===== config.mk =====
export PLATFORM = sky130hd
export DESIGN_NAME = tmd_queue
export DESIGN_NICKNAME = d
export VERILOG_FILES = /design/src/rtl/tmd_pkg.sv /design/src/rtl/tmd_queue.sv
export SDC_FILE = /design/constraint.sdc
export NUM_CORES = 1
export LEC_CHECK = 0
export ABC_CLOCK_PERIOD_IN_PS = 2100
export BUFFER_PORTS_ARGS = -buffer_cell sky130_fd_sc_hd__buf_2
export CELL_PAD_IN_SITES_DETAIL_PLACEMENT = 0
export CELL_PAD_IN_SITES_GLOBAL_PLACEMENT = 1
export CORE_ASPECT_RATIO = 2
export CORE_MARGIN = 3
export CORE_UTILIZATION = 50
export CTS_CLUSTER_SIZE = 20
export DETAILED_ROUTE_END_ITERATION = 6
export HOLD_SLACK_MARGIN = 0.12
export PLACE_DENSITY = 0.88
export SYNTH_ARGS = -nofsm -noshare
export SYNTH_HDL_FRONTEND = slang
export SYNTH_SLANG_ARGS = --single-unit

===== constraint.sdc =====
create_clock -name clk -period 2.1 [get_ports clk]
set_input_delay 0.525 -clock clk [delete_from_list [all_inputs] [get_ports clk]]
set_output_delay 0.525 -clock clk [all_outputs]
set_load 0.01 [all_outputs]

===== src/rtl/tmd_pkg.sv =====
// Shared types, constants and helpers for the threshold median denoiser.
package tmd_pkg;

    localparam int MAX_WIDTH_DEF       = 1024;
    localparam int MAX_HEIGHT_DEF      = 1024;
    localparam int MAX_WINDOW_AREA_DEF = 25;

    localparam int CW          = 22;  // raster index width (2047 * 2047 < 2**22)
    localparam int COL_W       = 11;  // column / dimension width
    localparam int WIN_SIDE    = 5;
    localparam int WIN_N       = WIN_SIDE * WIN_SIDE;
    localparam int RANK_W      = 5;
    localparam int SLOTS       = 4;
    localparam int QUEUE_DEPTH = 4;

    localparam logic [15:0] RESET_THRESHOLD = 16'd410;
    localparam logic [2:0]  RESET_SIDE      = 3'd3;
    localparam logic [10:0] RESET_DIM       = 11'd1024;

    typedef enum logic [1:0] {
        REG_THRESHOLD    = 2'd0,
        REG_WINDOW_SIDE  = 2'd1,
        REG_FRAME_HEIGHT = 2'd2,
        REG_FRAME_WIDTH  = 2'd3
    } reg_idx_t;

    typedef enum logic {
        OP_PIXEL = 1'b0,
        OP_FLUSH = 1'b1
    } opcode_t;

    typedef struct packed {
        logic       opcode;
        logic [7:0] pixel_in;
    } req_t;

    typedef struct packed {
        logic [7:0] pixel_out;
        logic       frame_end;
    } rsp_t;

    // effective configuration after clamping
    typedef struct packed {
        logic [15:0]      threshold;
        logic [1:0]       radius;
        logic [COL_W-1:0] height;
        logic [COL_W-1:0] width;
    } cfg_t;

    // one queued command from the front to the back
    typedef struct packed {
        logic             is_pix;
        logic [7:0]       pix;
        logic [COL_W-1:0] col;
        logic [1:0]       slot;
        logic             emit;
        logic             border;
        logic             fend;
        logic [COL_W-1:0] ocol;
        logic [1:0]       oslot;
    } cmd_t;

    // window element i is part of the (2r+1)x(2r+1) bottom-right sub-window
    function automatic logic win_inc(input int i, input logic [1:0] r);
        int base;
        base = 4 - 2 * int'(r);
        return ((i / WIN_SIDE) >= base) && ((i % WIN_SIDE) >= base);
    endfunction

    // rank of the median in the sub-window
    function automatic logic [RANK_W-1:0] median_rank(input logic [1:0] r);
        logic [RANK_W-1:0] k;
        case (r)
            2'd0:    k = 5'd0;
            2'd1:    k = 5'd4;
            default: k = 5'd12;
        endcase
        return k;
    endfunction

endpackage


===== src/rtl/tmd_queue.sv =====
// Short command queue between the front and the back.
module tmd_queue #(
    parameter int DEPTH = tmd_pkg::QUEUE_DEPTH
) (
    input  logic          clk,
    input  logic          rst_n,
    input  logic          push,
    input  tmd_pkg::cmd_t push_cmd,
    output logic          full,
    input  logic          pop,
    output logic          nonempty,
    output tmd_pkg::cmd_t head
);
    import tmd_pkg::*;

    localparam int PW = (DEPTH > 1) ? $clog2(DEPTH) : 1;
    localparam int NW = $clog2(DEPTH + 1);

    cmd_t            store_reg [DEPTH];
    logic [PW-1:0]   wr_ptr_reg;
    logic [PW-1:0]   rd_ptr_reg;
    logic [NW-1:0]   count_reg;

    assign full     = (count_reg == NW'(DEPTH));
    assign nonempty = (count_reg != '0);
    assign head     = store_reg[rd_ptr_reg];

    always_ff @(posedge clk) begin
        if (push) begin
            store_reg[wr_ptr_reg] <= push_cmd;
        end
    end

    always_ff @(posedge clk or negedge rst_n) begin
        if (!rst_n) begin
            wr_ptr_reg <= '0;
            rd_ptr_reg <= '0;
            count_reg  <= '0;
        end else begin
            if (push) begin
                wr_ptr_reg <= (wr_ptr_reg == PW'(DEPTH - 1)) ? '0 : wr_ptr_reg + 1'b1;
            end
            if (pop) begin
                rd_ptr_reg <= (rd_ptr_reg == PW'(DEPTH - 1)) ? '0 : rd_ptr_reg + 1'b1;
            end
            if (push && !pop) begin
                count_reg <= count_reg + 1'b1;
            end else if (pop && !push) begin
                count_reg <= count_reg - 1'b1;
            end
        end
    end

endmodule


* Word level (Yosys, flattened, before mapping) *
Memory sizes are Yosys's and may differ from the RTL's.
Index checks and enable logic that the tools add are counted.

operators by class
  equality and inequality tests = 3
  mux-type cells = 6
  add/subtract/negate cells = 4
  reductions and logical operators = 6

operators by type and width
  operator                                                             number
  3-bit 2-to-1 mux                                                     2
  2-bit by 1-bit adder with 2-bit output (second input constant)       2
  2-bit == test (second input constant)                                2
  2-bit 2-to-1 mux                                                     2
  3-bit by 1-bit adder with 3-bit output (second input constant)       1
  3-bit == test (second input constant)                                1
  3-bit nonzero test                                                   1
  3-bit by 1-bit subtractor with 3-bit output (second input constant)  1
  1-bit logical AND                                                    2
  1-bit zero test                                                      2
  1-bit 2-to-1 mux                                                     2
  2-bit nonzero test                                                   1

storage, ports and cells
  memory bits (writable) = 152
  bits of input ports = 42
  memories kept = 1
  register bits = 7

memories
  name       words  bits a word  read ports  clocked after memory_dff  wr ports  line             RTL
  store_reg  4      38           1           0                         1         tmd_queue.sv:19  cmd_t store_reg [DEPTH];

* Longest topological paths before layout *
Gate-level depths: netlist of the first run.

  word-level depth = 4
  gate-level depth with buffers = 7
  gate-level depth less buffers = 7

* Least setup slack after synthesis of the first run *
No wires, ideal clock.

  path type = reg2reg
  start = reg wr_ptr_reg[0]
  end = mem store_reg[2][0] (netlist bit) (enable)
  data required time = 1.701 ns
  clock period less this slack = 1.946 ns
  buffers on the path = 0
  library setup time = 0.399 ns
  cell stages (with the launch flop) = 4
  setup slack = 0.154 ns
  arrival = 1.547 ns
  cells stage by stage = dfrtp_1 -> inv_1 -> ha_1 -> and2_1

RTL lines
  element                 line             RTL
  from (decl)             tmd_queue.sv:20  logic [PW-1:0] wr_ptr_reg;
  from (signal assigned)  tmd_queue.sv:41  wr_ptr_reg <= (wr_ptr_reg == PW'(DEPTH - 1)) ? '0 : wr_ptr_reg + 1'b1;
  to (decl)               tmd_queue.sv:19

Straight into the memory's write port.

==> results of run 1 <==
-- metrics by stage --
step / setup WS [ns] / setup TNS, ns
6_report: -0.2108 / -6.088
5_1_grt: -0.2667 / -8.723
4_1_cts: -0.2351 / -7.426
3_5_place_dp: 0.1824 / 0
3_3_place_gp: 0.1932 / 0
2_1_floorplan: 0.1538 / 0
-- cell usage in the layout, fill, tap and decap left out, types with 5 or more instances in the layout --
cell and n:
buf_4 7, edfxtp_1 152, buf_6 25, clkbuf_16 17, dfrtp_1 5, mux4_2 38, buf_2 56, ha_1 6
buf_12 8
-- area by class of cell --
type / instances / area share
flip-flops and latches: 159 / 0.6337
multi-input cells: 64 / 0.1448
diodes: 2 / 0.0006688
repair buffers: 99 / 0.1122
well taps: 142 / 0.02374
inverters: 4 / 0.002006
clock buffers: 18 / 0.05735
clock inverters: 14 / 0.02558
-- layer usage --
| layer | track usage | wire length, um |
|---|---|---|
| met1 | 0.1886 | 3868 |
| met2 | 0.3077 | 6100 |
| met3 | 0.05679 | 492 |
| met4 | 0.07887 | 299 |
| met5 | 0 | 0 |
-- repair_timing --
action	CTS	global route
cloned	2	0
setup endpoints to repair	38	38
resized for setup	20	8
hold buffers	1	0
buffers inserted	3	0
hold endpoints to repair	7	0
-- path summary, 6_finish.rpt --
kind                                                start                    endpoint  slack (ns)  cells after the start
worst max-delay path            rd_ptr_reg[0]$_DFFE_PN0P_                    head[20]       -0.21                      4
worst min-delay path                         push_cmd[12]  store_reg[1][12]$_DFFE_PP_        0.32                      1
worst max register to register  rd_ptr_reg[0]$_DFFE_PN0P_   rd_ptr_reg[1]$_DFFE_PN0P_        0.43                      6
worst min register to register   count_reg[2]$_DFFE_PN0P_    count_reg[2]$_DFFE_PN0P_        0.51                      1
max in group asynchronous                           rst_n   rd_ptr_reg[0]$_DFFE_PN0P_        1.45                      2
min in group asynchronous                           rst_n    count_reg[1]$_DFFE_PN0P_        0.47                      2
-- kinds of logic (layout without fill, tap and decap cells) --
| kind of cell | count (synthesis) | in the layout |
|---|---|---|
| muxes | 41 | 41 |
| other | 0 | 2 |
| DFF | 159 | 159 |
| AOI/OAI and AO/OA | 2 | 2 |
| adders and majority gates | 7 | 7 |
| buffers and inverters | 13 | 135 |
| xor gates and xnor gates | 3 | 3 |
| and+or+nand+nor | 11 | 11 |
-- synth_stat cells --
library cell  number  area share
and2_1             4      0.0042
buf_12             4       0.013
buf_2              3      0.0025
buf_4              1      0.0013
buf_6              1      0.0019
dfrtp_1            7       0.029
edfxtp_1         152        0.77
fa_1               1      0.0034
ha_1               6       0.013
inv_1              4      0.0025
mux2_2             3      0.0057
mux4_2            38        0.14
nand2_1            2      0.0013
nor2_1             3      0.0019
nor3b_1            1      0.0013
o21ai_0            2      0.0017
or3_1              1      0.0011
xnor2_1            1      0.0015
xor2_1             2      0.0029
-- report_power, final --
group	internal [uW]	switching, uW	total, uW
logic	1890	1540	3440
clock network	1990	1150	3140
registers	4080	191	4270
total	7960	2890	10800
==> results.cfg, run 1 <==
[setup_path]
end_kind = primary output
crit_fanout = 6
worstPathCellList = buf_12 -> buf_16 -> mux4_2 -> buf_6
worst_setup_path_start_kind = flip-flop
worstSetupPathType = flip-flop to primary output
cpLargestDelayFamily = multiplexers
critPathBufInv = 3
crit_arrival_ns = 1.79
crit_slowest_cell = mux4_2
cp_slowest_stage_delay_ns = 0.51
cp.required_ns = 1.57

[synth]
synth_cells = 236
synth_warnings = 0
yosysSeqAreaShare = 0.7970
ys_types = 19
synth_fa_ha_area_frac = 0.01599
syn_area_um2 = 5947
synth_xor_area_frac = 0.004418
muxShareOfSynthArea = 0.1496
synth_compound_area_frac = 0.001683
synth-simple-area-share = 0.009678
synth_nets = 285
postSynthAreaPerCell_um2 = 25.20
synth_top_family_by_area = multiplexers
synth_seq_cells = 159

[place]
dp_cells = 462
place.gp.congestion = 0.7424
port_buffers = 81
placed_area_um2 = 6601
hpwl_um = 6613

[global_route]
antenna_found_initial = 2
grt_pass1_wl_um = 16910
grt-ovfl-total = 0
grt_use_total = 0.1745
grt_pass1_vias = 3010
grt_max_degree = 27

[route]
drt_iter0_drc = 217
dr.pass1.iters = 4
ant_nets = 0
drc_errors = 0
wl_per_cell_um = 21.44
vias = 2727
via_per_inst = 5.432
drt_wl_total_um = 10760

[pwr]
p_total_uw = 10850
p_per_area_nw_per_um2 = 1450
power.leakage_uw = 0.002644
ir_drop_mv = 1.119

[final_layout]
multiInputGateArea_um2 = 1084
seqCellArea_um2 = 4742
fin_cells = 502
largest_register_ffs = 152
drive_gt1_frac = 0.4916
design_area_um2 = 7483
post-route-util = 0.6512
area_growth_pct = 25.84
num-nets-final = 394
n_fill_cell = 715

[die]
die-area_um2 = 13320
coreArea_um2 = 11490
start_util = 0.5175
die_w_um = 83.12
die_h_um = 160.2
io_pins = 82
row_count = 55

[clock_network]
htreeDepth = 4
cts_buffers = 17
path_clk_slew_ns = 0.06
clock_latency_ns = 0.41
clock_sinks = 159
root_buffer = clkbuf_16
clockBufferDepth = 2
cts_tree = yes

[worst_hold_path]
hp-class = primary input to flip-flop

[sta]
finalMaxSlewViolations = 0
fmax_ghz = 0.4328
worst_slew_pin_slew_ns = 0.3279
whs_ns = 0.3217
setup_ws_ns = -0.2108
fin_skew_ns = 0.006249
slew_headroom = 0.7814
finalCritPeriodShare = 1.100
rsz0062_at_grt = true
setup_viol_count_final = 38
finalHoldViolations = 0
period_needed_ns = 2.311

[status]
outcome = complete, but fails checks
violations = negative setup slack

[flow_run]
drv_cap = 0
Power figures use the tool's default switching activity.
==> inputs of run 2 (changes only) <==
==> config.mk (replaced) <==
export PLATFORM = sky130hd
export DESIGN_NAME = tmd_queue
export DESIGN_NICKNAME = d
export VERILOG_FILES = /design/src/rtl/tmd_pkg.sv /design/src/rtl/tmd_queue.sv
export SDC_FILE = /design/constraint.sdc
export NUM_CORES = 1
export LEC_CHECK = 0
export ABC_CLOCK_PERIOD_IN_PS = 2650
export BUFFER_PORTS_ARGS = -buffer_cell sky130_fd_sc_hd__buf_2
export CORE_ASPECT_RATIO = 2
export CORE_MARGIN = 3
export CORE_UTILIZATION = 55
export CTS_CLUSTER_SIZE = 20
export DETAILED_ROUTE_END_ITERATION = 6
export HOLD_SLACK_MARGIN = 0.12
export PLACE_DENSITY = 0.86
export SYNTH_ARGS = -nofsm -noshare
export SYNTH_HDL_FRONTEND = slang
export SYNTH_SLANG_ARGS = --single-unit
==> constraint.sdc (replaced) <==
create_clock -name clk -period 2.65 [get_ports clk]
set_input_delay 0.6625 -clock clk [delete_from_list [all_inputs] [get_ports clk]]
set_output_delay 0.6625 -clock clk [all_outputs]
set_load 0.01 [all_outputs]
==> run 2 against run 1 <==
Against the previous run: the run now ends clean; clock-buffer cell count is 1 lower; combinational power is 40% lower; worst hold slack better by 0.15 ns; final cell count is 2.8% lower; design area is 4.2% lower; global-route usage is 0.89 points higher; critical path depth is 1 lower; sequential cell count stayed put; largest cell class unchanged; highest routed layer unchanged.
==> results.cfg, run 2 (synthesized netlist as in run 1, its figures left out) <==
[sta]
fmax_ghz = 0.3931
finalHoldViolations = 0
finalMaxSlewViolations = 0
worst_slew_pin_slew_ns = 0.4087
tns_ns = 0
rsz0062_at_grt = true
setup_ws_ns = 0.1063
slew_headroom = 0.7275
setup_viol_count_final = 0
period_needed_ns = 2.544
fin_skew_ns = 0.005091
finalCritPeriodShare = 0.9599
whs_ns = 0.4698

[clock_network]
htreeDepth = 4
root_buffer = clkbuf_16
clock_sinks = 159
clockBufferDepth = 2
cts_tree = yes
path_clk_slew_ns = 0.06
post_cts_buffers = 0
clock_latency_ns = 0.40
cts_buffers = 17
cts-resized-gates = 0

[global_route]
grt_max_degree = 30
grt_pass1_vias = 2960
grt-ovfl-total = 0
antenna_found_initial = 1
grt_use_total = 0.1835
grt_pass1_wl_um = 15950

[route]
drt_wl_total_um = 10200
drt_iter0_drc = 178
ant_nets = 0
dr.pass1.iters = 4
via_per_inst = 5.506
wl_per_cell_um = 20.90
drc_errors = 0
vias = 2687

[place]
port_buffers = 81
post-place-ws_ns = 0.5033
hpwl_um = 6403
dp_cells = 454
placed_area_um2 = 6535
place.gp.congestion = 0.7009

[die]
row_count = 53
die-area_um2 = 12170
die_h_um = 153.1
io_pins = 82
coreArea_um2 = 10540
die_w_um = 79.53
start_util = 0.5640

[final_layout]
drive_gt1_frac = 0.4743
area_growth_pct = 20.51
num-nets-final = 386
final_common_cell = edfxtp_1
fin_cells = 488
design_area_um2 = 7167
layout_common_cells = edfxtp_1, buf_2, mux4_2, clkbuf_16, ha_1
largest_register_ffs = 152

[setup_path]
worstSetupPathType = flip-flop to primary output
reg2reg_to = store_reg[0][7]$_DFFE_PP_
crit_slowest_cell = mux4_2
crit_fanout = 12
end_kind = primary output
r2r_start = wr_ptr_reg[0]$_DFFE_PN0P_
cp.required_ns = 1.99
cp_slowest_stage_delay_ns = 0.55
worst_setup_path_start_kind = flip-flop
worstPathCellList = buf_4 -> mux4_2 -> buf_2
crit_arrival_ns = 1.88
reg2regPathDepth = 4
rrSetupSlack_ns = 1.07

[flow_run]
drv_cap = 0

[pwr]
ir_drop_mv = 0.6203
p_per_area_nw_per_um2 = 1116
power.leakage_uw = 0.002516

[worst_hold_path]
min_from = push_cmd[33]
hp-class = primary input to flip-flop
hold_end = store_reg[0][33]$_DFFE_PP_
min_path_cells = 1

[status]
outcome = finished, final reports clean
[run 2: per-layer routing]
layer  vias up  part of all wire  wire length, um  GRT usage
met5         -                 0                0          0
met4         0             0.037              381     0.1000
met3        25             0.035              356    0.04068
met2        81              0.57             5772     0.3219
met1      1389              0.36             3690     0.2004
li1       1192                 -                -          -
[run 2: cell type report]
class                   count  area (um^2)
flip-flops and latches    159         4742
diodes                      1        2.502
clock buffers              17        425.4
fillers                   673         3377
repair buffers             91        533.0
well taps                 137        171.4
multi-input cells          64         1084
inverters                   4        15.01
clock inverters            15        193.9
[run 2: metrics by stage]
stage	util	total power, uW
2_1_floorplan	-	4928
3_3_place_gp	0.6198	5541
3_5_place_dp	0.6198	5614
4_1_cts	0.6795	8119
5_1_grt	0.6797	8370
6_report	0.6797	7997
[run 2: power by group]
| group | switching (uW) | internal [uW] | leakage (uW) |
|---|---|---|---|
| clock network | 910 | 1570 | 0.000292 |
| registers | 199 | 3230 | 0.00148 |
| logic | 1030 | 1050 | 0.000747 |
[run 2: how the worst max path moves through the flow]
stage	from	endpoint	slack [ns]	depth (start not counted)
floorplan	push	store_reg[3][0]$_DFFE_PP_	0.66	1
global placement	rd_ptr_reg[0]$_DFFE_PN0P_	head[6]	0.51	3
detailed placement	rd_ptr_reg[0]$_DFFE_PN0P_	head[6]	0.50	3
CTS	rd_ptr_reg[0]$_DFFE_PN0P_	head[6]	0.05	3
global route	rd_ptr_reg[0]$_DFFE_PN0P_	head[6]	-0.004	3
finish	rd_ptr_reg[0]$_DFFE_PN0P_	head[6]	0.11	3
[run 2: worst max-delay path, delay by kind of cell, from the launching register on]
family                 cells  cell delay, ns
flip-flops                 1            0.46
buffers and inverters      2            0.46
multiplexers               1            0.55
[run 2: timing repair]
| item | 4_1_cts | 5_1_grt |
|---|---|---|
| endpoints found under the hold margin | 7 | 0 |
| endpoints found under the setup margin | 0 | 1 |
| hold buffers | 1 | 0 |
