### config.mk
export PLATFORM = sky130hd
export DESIGN_NAME = tmd_front
export DESIGN_NICKNAME = d
export VERILOG_FILES = /design/src/rtl/tmd_pkg.sv /design/src/rtl/tmd_front.sv
export SDC_FILE = /design/constraint.sdc
export NUM_CORES = 1
export LEC_CHECK = 0
export BUFFER_PORTS_ARGS = -buffer_cell sky130_fd_sc_hd__buf_4
export CELL_PAD_IN_SITES_DETAIL_PLACEMENT = 0
export CELL_PAD_IN_SITES_GLOBAL_PLACEMENT = 2
export CORE_MARGIN = 5
export CORE_UTILIZATION = 36
export CTS_BUF_LIST = sky130_fd_sc_hd__clkbuf_4
export DETAILED_ROUTE_END_ITERATION = 10
export PLACE_DENSITY = 0.83
export SYNTH_ARGS = -nofsm -noshare
export SYNTH_HDL_FRONTEND = slang
export SYNTH_SLANG_ARGS = --single-unit
### constraint.sdc
create_clock -name clk -period 30.3 [get_ports clk]
set_clock_uncertainty 0.05 [all_clocks]
set_input_delay 9.09 -clock clk [delete_from_list [all_inputs] [get_ports clk]]
set_output_delay 9.09 -clock clk [all_outputs]
set_load 0.005 [all_outputs]
### src/rtl/tmd_pkg.sv
// Shared types, constants and helpers for the threshold median denoiser.
package tmd_pkg;

    localparam int MAX_WIDTH_DEF       = 1024;
    localparam int MAX_HEIGHT_DEF      = 1024;
    localparam int MAX_WINDOW_AREA_DEF = 25;

    localparam int CW          = 22;  // raster index width (2047 * 2047 < 2**22)
    localparam int COL_W       = 11;  // column / dimension width
    localparam int WIN_SIDE    = 5;
    localparam int WIN_N       = WIN_SIDE * WIN_SIDE;
    localparam int RANK_W      = 5;
    localparam int SLOTS       = 4;
    localparam int QUEUE_DEPTH = 4;

    localparam logic [15:0] RESET_THRESHOLD = 16'd410;
    localparam logic [2:0]  RESET_SIDE      = 3'd3;
    localparam logic [10:0] RESET_DIM       = 11'd1024;

    typedef enum logic [1:0] {
        REG_THRESHOLD    = 2'd0,
        REG_WINDOW_SIDE  = 2'd1,
        REG_FRAME_HEIGHT = 2'd2,
        REG_FRAME_WIDTH  = 2'd3
    } reg_idx_t;

    typedef enum logic {
        OP_PIXEL = 1'b0,
        OP_FLUSH = 1'b1
    } opcode_t;

    typedef struct packed {
        logic       opcode;
        logic [7:0] pixel_in;
    } req_t;

    typedef struct packed {
        logic [7:0] pixel_out;
        logic       frame_end;
    } rsp_t;

    // effective configuration after clamping
    typedef struct packed {
        logic [15:0]      threshold;
        logic [1:0]       radius;
        logic [COL_W-1:0] height;
        logic [COL_W-1:0] width;
    } cfg_t;

    // one queued command from the front to the back
    typedef struct packed {
        logic             is_pix;
        logic [7:0]       pix;
        logic [COL_W-1:0] col;
        logic [1:0]       slot;
        logic             emit;
        logic             border;
        logic             fend;
        logic [COL_W-1:0] ocol;
        logic [1:0]       oslot;
    } cmd_t;

    // window element i is part of the (2r+1)x(2r+1) bottom-right sub-window
    function automatic logic win_inc(input int i, input logic [1:0] r);
        int base;
        base = 4 - 2 * int'(r);
        return ((i / WIN_SIDE) >= base) && ((i % WIN_SIDE) >= base);
    endfunction

    // rank of the median in the sub-window
    function automatic logic [RANK_W-1:0] median_rank(input logic [1:0] r);
        logic [RANK_W-1:0] k;
        case (r)
            2'd0:    k = 5'd0;
            2'd1:    k = 5'd4;
            default: k = 5'd12;
        endcase
        return k;
    endfunction

endpackage

### src/rtl/tmd_front.sv
// Front end: accepts items, tracks raster positions, classifies each item.
module tmd_front (
    input  logic          clk,
    input  logic          rst_n,
    input  tmd_pkg::cfg_t cfg,
    input  logic          cfg_we,
    input  logic          req_valid,
    output logic          req_ready,
    input  tmd_pkg::req_t req,
    input  logic          q_full,
    output logic          push,
    output tmd_pkg::cmd_t cmd
);
    import tmd_pkg::*;

    logic [COL_W-1:0] in_row_reg;
    logic [COL_W-1:0] in_col_reg;
    logic [CW-1:0]    in_tot_reg;
    logic [CW-1:0]    out_cnt_reg;
    logic [CW-1:0]    orow_reg;
    logic [COL_W-1:0] ocol_reg;
    logic [CW-1:0]    frame_reg;
    logic [12:0]      lag_reg;
    logic             busy_reg;
    logic [4:0]       step_reg;
    logic [CW-1:0]    mul_reg;
    logic [COL_W-1:0] rem_reg;
    logic [CW-1:0]    quo_reg;

    logic             accept;
    logic             is_pix;
    logic             fix;
    logic [COL_W-1:0] row1;
    logic             restart;
    logic [COL_W-1:0] row_e;
    logic [COL_W-1:0] col_e;
    logic [CW-1:0]    tot_e;
    logic [CW-1:0]    oc_e;
    logic [CW-1:0]    orow_e;
    logic [COL_W-1:0] ocol_e;
    logic             emit_pix;
    logic             emit_fl;
    logic             emit;
    logic             interior;
    logic             col_wrap;
    logic             ocol_wrap;
    logic [COL_W:0]   rem_sh;
    logic             div_ge;
    logic [COL_W-1:0] rem_new;
    logic [CW-1:0]    quo_new;

    assign req_ready = !busy_reg && !q_full;
    assign accept    = req_valid && req_ready;
    assign is_pix    = (req.opcode == OP_PIXEL);

    always_comb begin
        // a shrunk width may leave the column past the row end
        fix     = (in_col_reg >= cfg.width);
        row1    = (fix && (in_row_reg < cfg.height)) ? in_row_reg + 11'd1 : in_row_reg;
        restart = is_pix && (row1 >= cfg.height);

        row_e  = restart ? '0 : row1;
        col_e  = (restart || fix) ? '0 : in_col_reg;
        tot_e  = restart ? '0 : in_tot_reg;
        oc_e   = restart ? '0 : out_cnt_reg;
        orow_e = restart ? '0 : orow_reg;
        ocol_e = restart ? '0 : ocol_reg;

        emit_pix = (({1'b0, oc_e} + (CW+1)'(lag_reg)) < ({1'b0, tot_e} + 1'b1))
                   && (oc_e < frame_reg);
        emit_fl  = (in_row_reg >= cfg.height) && (out_cnt_reg < frame_reg);
        emit     = is_pix ? emit_pix : emit_fl;

        interior = ({1'b0, orow_e} >= (CW+1)'(cfg.radius))
                && (({1'b0, orow_e} + (CW+1)'(cfg.radius)) < (CW+1)'(cfg.height))
                && ({1'b0, ocol_e} >= (COL_W+1)'(cfg.radius))
                && (({1'b0, ocol_e} + (COL_W+1)'(cfg.radius)) < {1'b0, cfg.width});

        col_wrap  = (({1'b0, col_e} + 1'b1) == {1'b0, cfg.width});
        ocol_wrap = (({1'b0, ocol_e} + 1'b1) == {1'b0, cfg.width});

        cmd.is_pix = is_pix;
        cmd.pix    = req.pixel_in;
        cmd.col    = col_e;
        cmd.slot   = row_e[1:0];
        cmd.emit   = emit;
        cmd.border = !is_pix || !interior;
        cmd.fend   = (({1'b0, oc_e} + 1'b1) == {1'b0, frame_reg});
        cmd.ocol   = ocol_e;
        cmd.oslot  = orow_e[1:0];

        push = accept && (is_pix || emit_fl);

        // restoring divider step for out_cnt / width
        rem_sh  = {rem_reg, quo_reg[CW-1]};
        div_ge  = (rem_sh >= {1'b0, cfg.width});
        rem_new = div_ge ? COL_W'(rem_sh - {1'b0, cfg.width}) : rem_sh[COL_W-1:0];
        quo_new = {quo_reg[CW-2:0], div_ge};
    end

    always_ff @(posedge clk or negedge rst_n) begin
        if (!rst_n) begin
            in_row_reg  <= '0;
            in_col_reg  <= '0;
            in_tot_reg  <= '0;
            out_cnt_reg <= '0;
            orow_reg    <= '0;
            ocol_reg    <= '0;
            frame_reg   <= '0;
            lag_reg     <= '0;
            busy_reg    <= 1'b1;
            step_reg    <= '0;
            mul_reg     <= '0;
            rem_reg     <= '0;
            quo_reg     <= '0;
        end else if (cfg_we) begin
            busy_reg <= 1'b1;
            step_reg <= '0;
        end else if (busy_reg) begin
            step_reg <= step_reg + 5'd1;
            if (step_reg == 5'd0) begin
                frame_reg <= CW'(cfg.height) * CW'(cfg.width);
                mul_reg   <= CW'(row1) * CW'(cfg.width);
                case (cfg.radius)
                    2'd2:    lag_reg <= 13'({cfg.width, 1'b0}) + 13'd2;
                    2'd1:    lag_reg <= 13'(cfg.width) + 13'd1;
                    default: lag_reg <= '0;
                endcase
                rem_reg <= '0;
                quo_reg <= out_cnt_reg;
            end else if (step_reg <= 5'(CW)) begin
                if (step_reg == 5'd1) begin
                    in_tot_reg <= mul_reg + (fix ? '0 : CW'(in_col_reg));
                end
                rem_reg <= rem_new;
                quo_reg <= quo_new;
            end else begin
                orow_reg <= quo_reg;
                ocol_reg <= rem_reg;
                busy_reg <= 1'b0;
            end
        end else if (accept) begin
            if (is_pix) begin
                in_tot_reg <= tot_e + 1'b1;
                if (col_wrap) begin
                    in_col_reg <= '0;
                    in_row_reg <= row_e + 11'd1;
                end else begin
                    in_col_reg <= col_e + 11'd1;
                    in_row_reg <= row_e;
                end
            end
            if (emit) begin
                out_cnt_reg <= oc_e + 1'b1;
                if (ocol_wrap) begin
                    ocol_reg <= '0;
                    orow_reg <= orow_e + 1'b1;
                end else begin
                    ocol_reg <= ocol_e + 11'd1;
                    orow_reg <= orow_e;
                end
            end else begin
                out_cnt_reg <= oc_e;
                orow_reg    <= orow_e;
                ocol_reg    <= ocol_e;
            end
        end
    end

endmodule

# --- After elaboration in Yosys (flattened, before gate mapping) ---
# Index checks and enable logic that the tools add are counted.
word_totals:
  reg_bits: 195
  latchBits: 0
  ram_bits: 0
  romBits: 0
  inputBits: 54
  elab_cells: 129
  mem_count: 0
classes:
  n_addsub: 19
  n_mul: 2
  div_mod_pow: 0
  magnitude_cmp: 13
  n_eq_ne: 11
  shifts: 0
  n_mux: 42
  bitwise: 3
  reduce_logical: 26
ops:
  columns: ["cell", "n"]
  rows:
  - ["22-bit 2-to-1 mux", 18]
  - ["11-bit 2-to-1 mux", 16]
  - ["22-bit by 1-bit adder with 22-bit output, second input constant", 3]
  - ["22-bit by 1-bit adder with 23-bit output, second input constant", 2]
  - ["11-bit by 1-bit adder with 11-bit output, second input constant", 4]
  - ["22-bit < comparator", 2]
  - ["11-bit by 11-bit multiplier with 22-bit output", 2]
  - ["11-bit by 1-bit adder with 12-bit output, second input constant", 3]
  - ["11-bit greater-or-equal comparator", 3]
  - ["13-bit case mux with 2 select lines", 1]
  - ["12-bit by 11-bit == test with 1-bit output", 2]
  - ["22-bit by 13-bit adder with 23-bit output", 1]
  - ["22-bit by 2-bit adder with 23-bit output", 1]
  - ["23-bit by 22-bit == test with 1-bit output", 1]
  - ["23-bit by 11-bit < comparator with 1-bit output", 1]
  - ["23-bit < comparator", 1]
  - ["22-bit by 11-bit adder with 22-bit output", 1]
  - ["22-bit by 2-bit greater-or-equal comparator with 1-bit output", 1]
  - ["12-bit by 2-bit adder with 13-bit output, second input constant", 1]
  - ["11-bit by 2-bit adder with 12-bit output", 1]
  - ["12-bit by 11-bit greater-or-equal comparator with 1-bit output", 1]
  - ["12-bit by 11-bit < comparator with 1-bit output", 1]
  - ["11-bit by 2-bit greater-or-equal comparator with 1-bit output", 1]
  - ["11-bit < comparator", 1]
  - ["other kinds (19)", 47]

# --- Logic depth before layout (Yosys ltp) ---
# Gate-level depths: netlist of run 1.
logic_depth:
  word_depth: 13
  ltp_mapped: 51
  depth_no_buf: 40

# --- Worst setup path before layout of run 1 ---
# Ideal clock, no wire load.
synth_path:
  path_type: "in2out"
  start: "in cfg[6] (netlist name)"
  end: "out cmd[15] (netlist name)"
  arrival_ns: 18.852
  required_ns: 21.160
  path_slack_ns: 2.308
  stages: 45
  n_path_buf: 13
  cell_sequence: "clkbuf_1 clkinv_1 clkbuf_1 ha_1 a2111oi_0 o21a_1 o21ai_1 a21oi_1 clkbuf_1 nor2_1 xnor2_1 clkbuf_1 ha_1 nand2b_1 a31oi_1 o21ai_1 a21oi_1 buf_2 [9 not listed] o31ai_1 a21oi_1 a41oi_1 a211o_1 o41a_1 o31a_1 nor2_1 mux2_2 ha_1 nand4_1 or4_1 nor2_1 a22oi_1 a31oi_1 inv_1 buf_2 buf_1 buf_4"
synth_between:
  elab_chain_len: 10
  word_cells_on_any_way: 13
  cone_classes: "add/sub: 2; order compare: 4; mux: 4; reduce/logical: 3"
synth_rtl:
  columns: ["element", "line_no", "rtl"]
  rows:
  - ["start: declaration", "tmd_front.sv:5", "input tmd_pkg::cfg_t cfg,"]
  - ["11-bit greater-or-equal comparator (*)", "tmd_front.sv:58", "fix = (in_col_reg >= cfg.width);"]
  - ["1-bit logical AND (*)", "tmd_front.sv:59", "row1 = (fix && (in_row_reg < cfg.height)) ? in_row_reg + 11'd1 : in_row_reg;"]
  - ["11-bit 2-to-1 mux (*)", "tmd_front.sv:59", null]
  - ["11-bit greater-or-equal comparator (*)", "tmd_front.sv:60", "restart = is_pix && (row1 >= cfg.height);"]
  - ["1-bit logical AND (*)", "tmd_front.sv:60", null]
  - ["22-bit 2-to-1 mux (on tied branches)", "tmd_front.sv:65, tmd_front.sv:64", null]
  - ["22-bit by 13-bit adder with 23-bit output or 22-bit by 1-bit adder with 23-bit output (tied branches)", "tmd_front.sv:69", "emit_pix = (({1'b0, oc_e} + (CW+1)'(lag_reg)) < ({1'b0, tot_e} + 1'b1))"]
  - ["23-bit < comparator", "tmd_front.sv:69", null]
  - ["1-bit logical AND (*)", "tmd_front.sv:70", "&& (oc_e < frame_reg);"]
  - ["1-bit 2-to-1 mux (*)", "tmd_front.sv:72", "emit = is_pix ? emit_pix : emit_fl;"]
  - ["end: declaration", "tmd_front.sv:12", "output tmd_pkg::cmd_t cmd"]
# Mark *: on every way between the ends. The rest lies on a longest branch, timed or not.

==> results, run 1 <==
- The flow ran to the end, and the final reports show no timing, DRC or antenna violations.
- In this run the count of I/O pins placed on the die edge is between 90 and 100.
- The largest net degree at the start of global routing is 102.
- The later pin in the worst-skew pair is clocked with a latency of 0.80 ns.
- The worst-margin pin slew is around 1.3 ns.
- The count of cells in the finished layout, fillers not included, comes to 4,146.
- The count of H-tree levels built during CTS is 4.
- Clock-pin slew was measured on the worst setup and hold paths at 0.18 ns.
- For the worst setup path, the data required time is 21.16 ns.
- The total cell area at the placement stage is 0.0273 mm².
- Synthesis inferred 195 register bits.
- The dominant cell by count in the synthesized netlist is nand2_1.
- Once the floorplan was initialized, standard cells occupied 36.4% of the core.
- In this run, distinct cell masters in the synthesized netlist total 91.
- The mux cell area share after synthesis is under 10%.
- The total clock buffers created by CTS is 17.
- The Yosys step of the flow raised 0 warnings.
- The first-pass GRT wire length is 144 mm.
- The critical path starts at cfg[2].
- The total iterations of the first detailed-routing run is 7.
- Setup repair after global routing left no endpoint under its margin.
- The via count of the first global-routing pass came to around 24,000.
- In the routed layout, each cell is associated on average with a via count of 5.80.
- The detailed router finished its first iteration with 2,162 violations.
- After technology mapping, the gate count stands at 3,259.
- The routed wire length per instance is 22.4 µm.
- The xor/xnor share of the synthesized area is 6.66%.
- The total placed cells including tap cells is 4,114.
- The placement row count is 98.
- The largest individual stage delay along the critical path comes from the cell xnor2_1.
- Setup total negative slack on the finished layout was measured at 0 ns.
- After Yosys synthesis, full adders, half adders and majority gates account for 26.3% of the synthesized area.
- The largest buffer count on any clock path is 2.
- The top-area cell type share of the netlist area is between 10% and 20%.
- The number of hold-slack violations in the final timing report is 0.
- The worst min-delay path category is flip-flop to flip-flop.
- The power per cell area is 44.0 mW/mm².
- The number of buffers inserted by post-CTS setup repair is 0.
- On the worst path, the slowest cell contributes a delay of around 0.64 ns.
- dfrtp_1 takes more of the synthesized area than any other cell.
- The time the final worst path needs with I/O delays and setup is 28.66 ns.
- OpenSTA, run right after detailed placement, puts the worst setup slack at about 1.8 ns.
- The congestion estimate from routability-driven global placement came to roughly 0.9.
- The most instantiated flip-flop cell in the synthesis netlist is dfrtp_1.
- The cts-stage hold buffer count is 0.
- In this run the critical register-to-register path is launched from in_col_reg[6]$_DFFE_PN0P_.
- By area the synthesized netlist is led by dfrtp_1 19%, ha_1 13%, fa_1 13%.
- The overall die area is 0.0779 mm².
- The count of filler cells inserted in the layout is 7,466.
- The share of synthesized registers carrying an async set or reset is 100%.
- Clock tree synthesis found a total of 195 sinks.
- The sort of element at the start of the critical path is an input port.
- In the global route stage, overall resource usage came out at 23.7%.
- The total wirelength of the detailed-routed design is 92.9 mm.
- The final hold slack is 0.466 ns.
- Of the cells placed in the final design, the portion with a size suffix greater than 1 is 6.26%.
- The average instance in the mapped netlist occupies 8.00 µm².
- The post-cts sizing count is 0.
- In the synthesized netlist, the cells that appear most often are 417 x nand2_1, 280 x ha_1, 276 x inv_1.
- The max-slew headroom at the worst pin is 13.8%.
- The die extent in y is 279 µm.
- The smallest setup slack after layout is 1.64 ns.
- For this run the aggregate overflow at the end of global routing stands at 0.
- The number of setup violations in the final report is 0.
- The number of vias in the routed layout is 24,100.
- The hold path startpoint is mul_reg[4]$_DFFE_PN0P_.
- The max-capacitance violation count is 0.
- Summed over all cells, the static leakage comes to 12.7 nW.
- The number of nets in the synthesized netlist is between 3,000 and 4,000.
- The region available for standard cell placement spans 0.0716 mm².
- After synthesis, flip-flops and latches occupy a little under a fifth of the total area.
- The depth of the worst register-to-register path is 40.
- The CTS root buffer is clkbuf_4.
- Counting flops with a built-in enable in the synthesized netlist gives 0.
- The die is 279 µm wide.
- The main combinational cell family by area after synthesis is adder cells.
- The worst setup path is captured at an output port.
- The synthesized netlist devotes between 10% and 20% of its cell area to compound gates.
- After Yosys synthesis, and, or, nand and nor cells account for between 20% and 30% of the synthesized area.
- The number of cells on the worst hold path is 2.
- The worst supply voltage drop on vdd is about 37 µV.
- The detail route stage leaves a number of antenna-violating nets equal to 0.
- The largest fanout on the critical path is ~100.
- The worst setup path is of the input port to output port kind.
- The share of the clock period used by the worst path after layout is 94.6%.
- Summed over all nets, the half-perimeter wirelength after detailed placement is between 60 and 70 mm.
- The CTS tree is done.
- From synthesis to final layout, the design area changed by 5.59%.
- The number of max-slew violations in the final report came to 0.
- After the last flow step, the layout net total stands at about 3,700.
- The number of input and output port buffers inserted is 61.
- The synthesized area is 0.0261 mm².
- The post-route cell area is 0.0275 mm².
- The highest attainable clock frequency is 0.0349 GHz.
- The arrival time at the worst endpoint is 19.52 ns.
- For this run, design rule violations remaining after detail routing come to 0.
- The initial antenna violation count is 1.
[cell type report]
| cell class | count | area (µm²) | area share, % |
|---|---|---|---|
| multi-input cells | 2574 | 19300 | 70.2 |
| flip-flops and latches | 195 | 4880 | 17.7 |
| well taps | 950 | 1190 | 4.32 |
| inverters | 287 | 1080 | 3.91 |
| repair buffers | 108 | 830 | 3.01 |
| clock buffers | 18 | 135 | 0.491 |
| clock inverters | 13 | 101 | 0.368 |
| diodes | 1 | 2.50 | 0.00909 |
[per-layer routing]
metal	up-vias	part of all wire [%]	GRT usage, %
li1	11200	-	-
met3	156	6.6	3.70
met2	834	45	37.5
met1	11900	45	33.0
met4	0	3.4	8.10
met5	-	0	0
[through the flow]
stage          utilization (%)  total power, mW
2_1_floorplan                -            0.860
3_3_place_gp              38.1             1.05
3_5_place_dp              38.1             1.07
4_1_cts                   38.4             1.22
5_1_grt                   38.4             1.33
6_report                  38.4             1.21
[final timing paths]
check                                             end  slack, ns
max                                           cmd[15]       1.64
min                            mul_reg[4]$_DFFE_PN0P_       0.47
max reg2reg                  orow_reg[16]$_DFFE_PN0P_      18.60
min reg2reg                    mul_reg[4]$_DFFE_PN0P_       0.47
max in group asynchronous  out_cnt_reg[0]$_DFFE_PN0P_      20.56
min in group asynchronous     ocol_reg[8]$_DFFE_PN0P_       8.21
[power breakdown]
group	internal [mW]	total [mW]	switching [mW]	leakage, nW
logic	0.286	0.683	0.397	9.99
clock network	0.0346	0.143	0.109	0.132
registers	0.306	0.386	0.0801	2.56
total	0.627	1.21	0.586	12.7
[logic make-up after synthesis]
group | count (synthesis)
adder cells (fa/ha/maj) | 450
multiplexers | 41
AND/OR/NAND/NOR | 1176
buffers and inverters | 490
AO/OA/AOI/OAI | 712
XOR/XNOR | 195
flip-flops | 195
[worst max-delay path, delay by kind of cell]
family / cells / cell delay, ns
muxes: 1 / 0.30
AOI/OAI and AO/OA: 16 / 3.85
buffers and inverters: 6 / 2.03
and+or+nand+nor: 9 / 1.99
adders and majority gates: 4 / 1.43
xor gates and xnor gates: 2 / 0.80
[cell usage in the layout (no fill, tap or decap), types with 63 or more instances in the layout]
cell type,synthesis,routed
a21oi_1,139,138
buf_4,10,106
dfrtp_1,194,194
fa_1,164,164
ha_1,280,280
inv_1,276,276
nand2_1,417,417
nand3_1,111,111
nor2_1,237,237
nor3_1,68,67
o21ai_0,204,204
xnor2_1,130,130
xor2_1,63,63
Note: power is estimated with default switching activity, not from simulation.
==> inputs of run 2 (changes only) <==
--- a/config.mk
+++ b/config.mk
@@ -13,6 +13,7 @@
 export CTS_BUF_LIST = sky130_fd_sc_hd__clkbuf_4
 export DETAILED_ROUTE_END_ITERATION = 10
 export PLACE_DENSITY = 0.83
+export RECOVER_POWER = 25
 export SYNTH_ARGS = -nofsm -noshare
 export SYNTH_HDL_FRONTEND = slang
 export SYNTH_SLANG_ARGS = --single-unit
==> results, run 2 (synthesis results as in run 1) <==
- The final RePlAce weighted congestion is 0.917 (unchanged).
- The library cell used most frequently in the layout, excluding fill and tap cells, is nand2_1.
- The total wirelength of the detailed-routed design is 92.8 mm (-0.13%).
- The largest buffer count on any clock path is 2 (unchanged).
- The fraction of final layout cells sized beyond drive strength 1 is 6.10% (-0.16 points).
- The number of placed I/O pins came to 94 (unchanged).
- The largest fanout on the critical path is 101 (unchanged).
- The total grt overflow is 0 (unchanged).
- The final hold slack is 0.466 ns (-0.000107 ns).
- The placement row count is 98 (unchanged).
- The die extent in y is 279 µm (unchanged).
- The biggest cell delay along the critical path was 0.64 ns (about the same).
- The met3 capacity usage during global routing came to 3.70% (unchanged).
- The number of max-slew violations in the final report came to 183 (+183).
- The number of hold-slack violations in the final timing report is 0 (unchanged).
- The via count of the first global-routing pass is 24,000 (unchanged).
- The max-slew headroom at the worst pin is -181% (-200 points).
- The area of the core region is 0.0716 mm² (unchanged).
- Clock tree synthesis selected as its root buffer the cell clkbuf_4.
- In this run the most used layer during global routing was met2.
- The clock-pin slew on the worst setup and hold paths was 0.18 ns (about the same).
- The number of input and output port buffers inserted is 61 (unchanged).
- The routed wire length per instance came to 22.4 µm (-0.13%).
- The starting utilization of the core area came to 36.4% (unchanged).
- The via count normalized by instance count is 5.79 (-0.16%).
- The post-cts sizing count is 0 (unchanged).
- The total routing resource utilization after global routing is 23.7% (unchanged).
- The cts-stage hold buffer count was 0 (unchanged).
- The sort of element at the start of the critical path is an input port.
- The worst hold path belongs to the class flip-flop to flip-flop.
- The overall die area was 0.0779 mm² (unchanged).
- The setup slack after placement is 1.77 ns (unchanged).
- The net count reported at finish was 3,681 (unchanged).
- The first-pass GRT wire length is 144 mm (unchanged).
- The met1 track utilization from global routing is 33.0% (unchanged).
- The CTS tree is done.
- The library cells used most frequently in the layout, excluding fill and tap cells, are 417 x nand2_1, 280 x ha_1, 276 x inv_1, 237 x nor2_1, 204 x o21ai_0.
- The largest net degree at the start of global routing is 102 (unchanged).
- The worst-skew pair later-pin latency was 0.80 ns (about the same).
- The worst-margin pin slew was 4.22 ns (+2.94 ns).
- The time the final worst path needs with I/O delays and setup is 28.66 ns (+0.00543 ns).
- The max-capacitance violation count is 3 (+3).
- The number of buffers inserted by post-CTS setup repair was 0 (unchanged).
- The initial antenna violation count is 1 (unchanged).
- Setup repair after global routing left no endpoint under its margin.
- The number of vias in the routed layout was 24,000 (-0.16%).
- The met2 usage is 37.5% (unchanged).
- The highest attainable clock frequency was 0.0349 GHz (about the same).
- The count of filler cells inserted in the layout was 7,472 (+0.080%).
- The estimated wirelength of the detail-placed design is 69.2 mm (unchanged).
- The leakage power summed over all cells came to 12.7 nW (-0.12%).
- The count of H-tree levels built during CTS is 4 (unchanged).
- The post-detailed-route count of antenna-violating nets is 0 (unchanged).
- The iteration-0 DRC count of the detailed router came to 2,175 (+0.60%).
- The remaining routing DRC violations is 0 (unchanged).
- The kind of end point of the critical path is an output port.
- The data required time at the worst endpoint is 21.16 ns (about the same).
- The aggregate negative setup slack is 0 ns (unchanged).
- The share of the clock period used by the worst path after layout is 94.6% (about the same).
- The arrival time at the worst endpoint was 19.52 ns (about the same).
- The power per cell area is 44.1 mW/mm² (about the same).
- The total clock buffers created by CTS is 17 (unchanged).
- The overall die width is 279 µm (unchanged).
- The number of setup violations in the final report is 0 (unchanged).
- The path type of the worst setup path is input port to output port.
- The checks that failed: capacitance limit, slew limit.
- The signed area change from the synthesized netlist to the final layout is 5.52% (about the same).
- The master of the slowest instance on the critical path is xnor2_1.
- The number of clock sinks is 195 (unchanged).
- The total iterations of the first detailed-routing run came to 6 (-1).
- The run finished, with violations left.
- The post-layout utilization of the core is 38.4% (about the same).
- The worst supply voltage drop on vdd was 36.8 µV (+0.31%).
- The smallest setup slack after layout is 1.64 ns (-0.00543 ns).
-- run 2: through the flow --
| step | cell area (µm²) | instances | total power, mW |
|---|---|---|---|
| finish | 27500 | 4146 | 1.21 |
| CTS | 27500 | 4145 | 1.22 |
| floorplan | 26100 | 3259 | 0.860 |
| global placement | 27300 | 4114 | 1.05 |
| detailed placement | 27300 | 4114 | 1.07 |
| global route | 27500 | 4146 | 1.33 |
-- run 2: worst paths after layout --
check / startpoint / endpoint / slack [ns] / cells past startpoint
min: mul_reg[4]$_DFFE_PN0P_ / mul_reg[4]$_DFFE_PN0P_ / 0.47 / 2
max reg2reg: in_col_reg[6]$_DFFE_PN0P_ / orow_reg[16]$_DFFE_PN0P_ / 18.60 / 40
max in group asynchronous: rst_n / in_tot_reg[20]$_DFFE_PN0P_ / 16.17 / 2
min reg2reg: mul_reg[4]$_DFFE_PN0P_ / mul_reg[4]$_DFFE_PN0P_ / 0.47 / 2
min in group asynchronous: rst_n / ocol_reg[8]$_DFFE_PN0P_ / 9.69 / 1
max: cfg[2] / cmd[15] / 1.64 / 38
-- run 2: power breakdown --
part           leakage, nW  internal (mW)  switching (mW)
clock                0.132         0.0346           0.109
combinational         9.97          0.286           0.397
sequential            2.56          0.306          0.0799
-- run 2: area by class of cell --
class	instances	area [µm²]	share of cell area [%]
repair buffers	108	812	2.95
multi-input cells	2574	19300	70.2
inverters	287	1080	3.92
clock buffers	18	135	0.491
flip-flops and latches	195	4880	17.7
well taps	950	1190	4.32
diodes	1	2.50	0.00910
clock inverters	13	101	0.368
-- run 2: worst max-delay path: cells and delay by family --
family | cells | cell delay (ns)
AO/OA/AOI/OAI | 16 | 3.84
buffers and inverters | 6 | 2.03
AND/OR/NAND/NOR | 9 | 1.99
adder cells (fa/ha/maj) | 4 | 1.43
XOR/XNOR | 2 | 0.80
multiplexers | 1 | 0.30
-- run 2: metal layers --
metal / share of wire, % / up-vias
met2: 45 / 825
met1: 45 / 11800
li1: - / 11200
met3: 6.5 / 156
met4: 3.5 / 0
met5: 0 / -
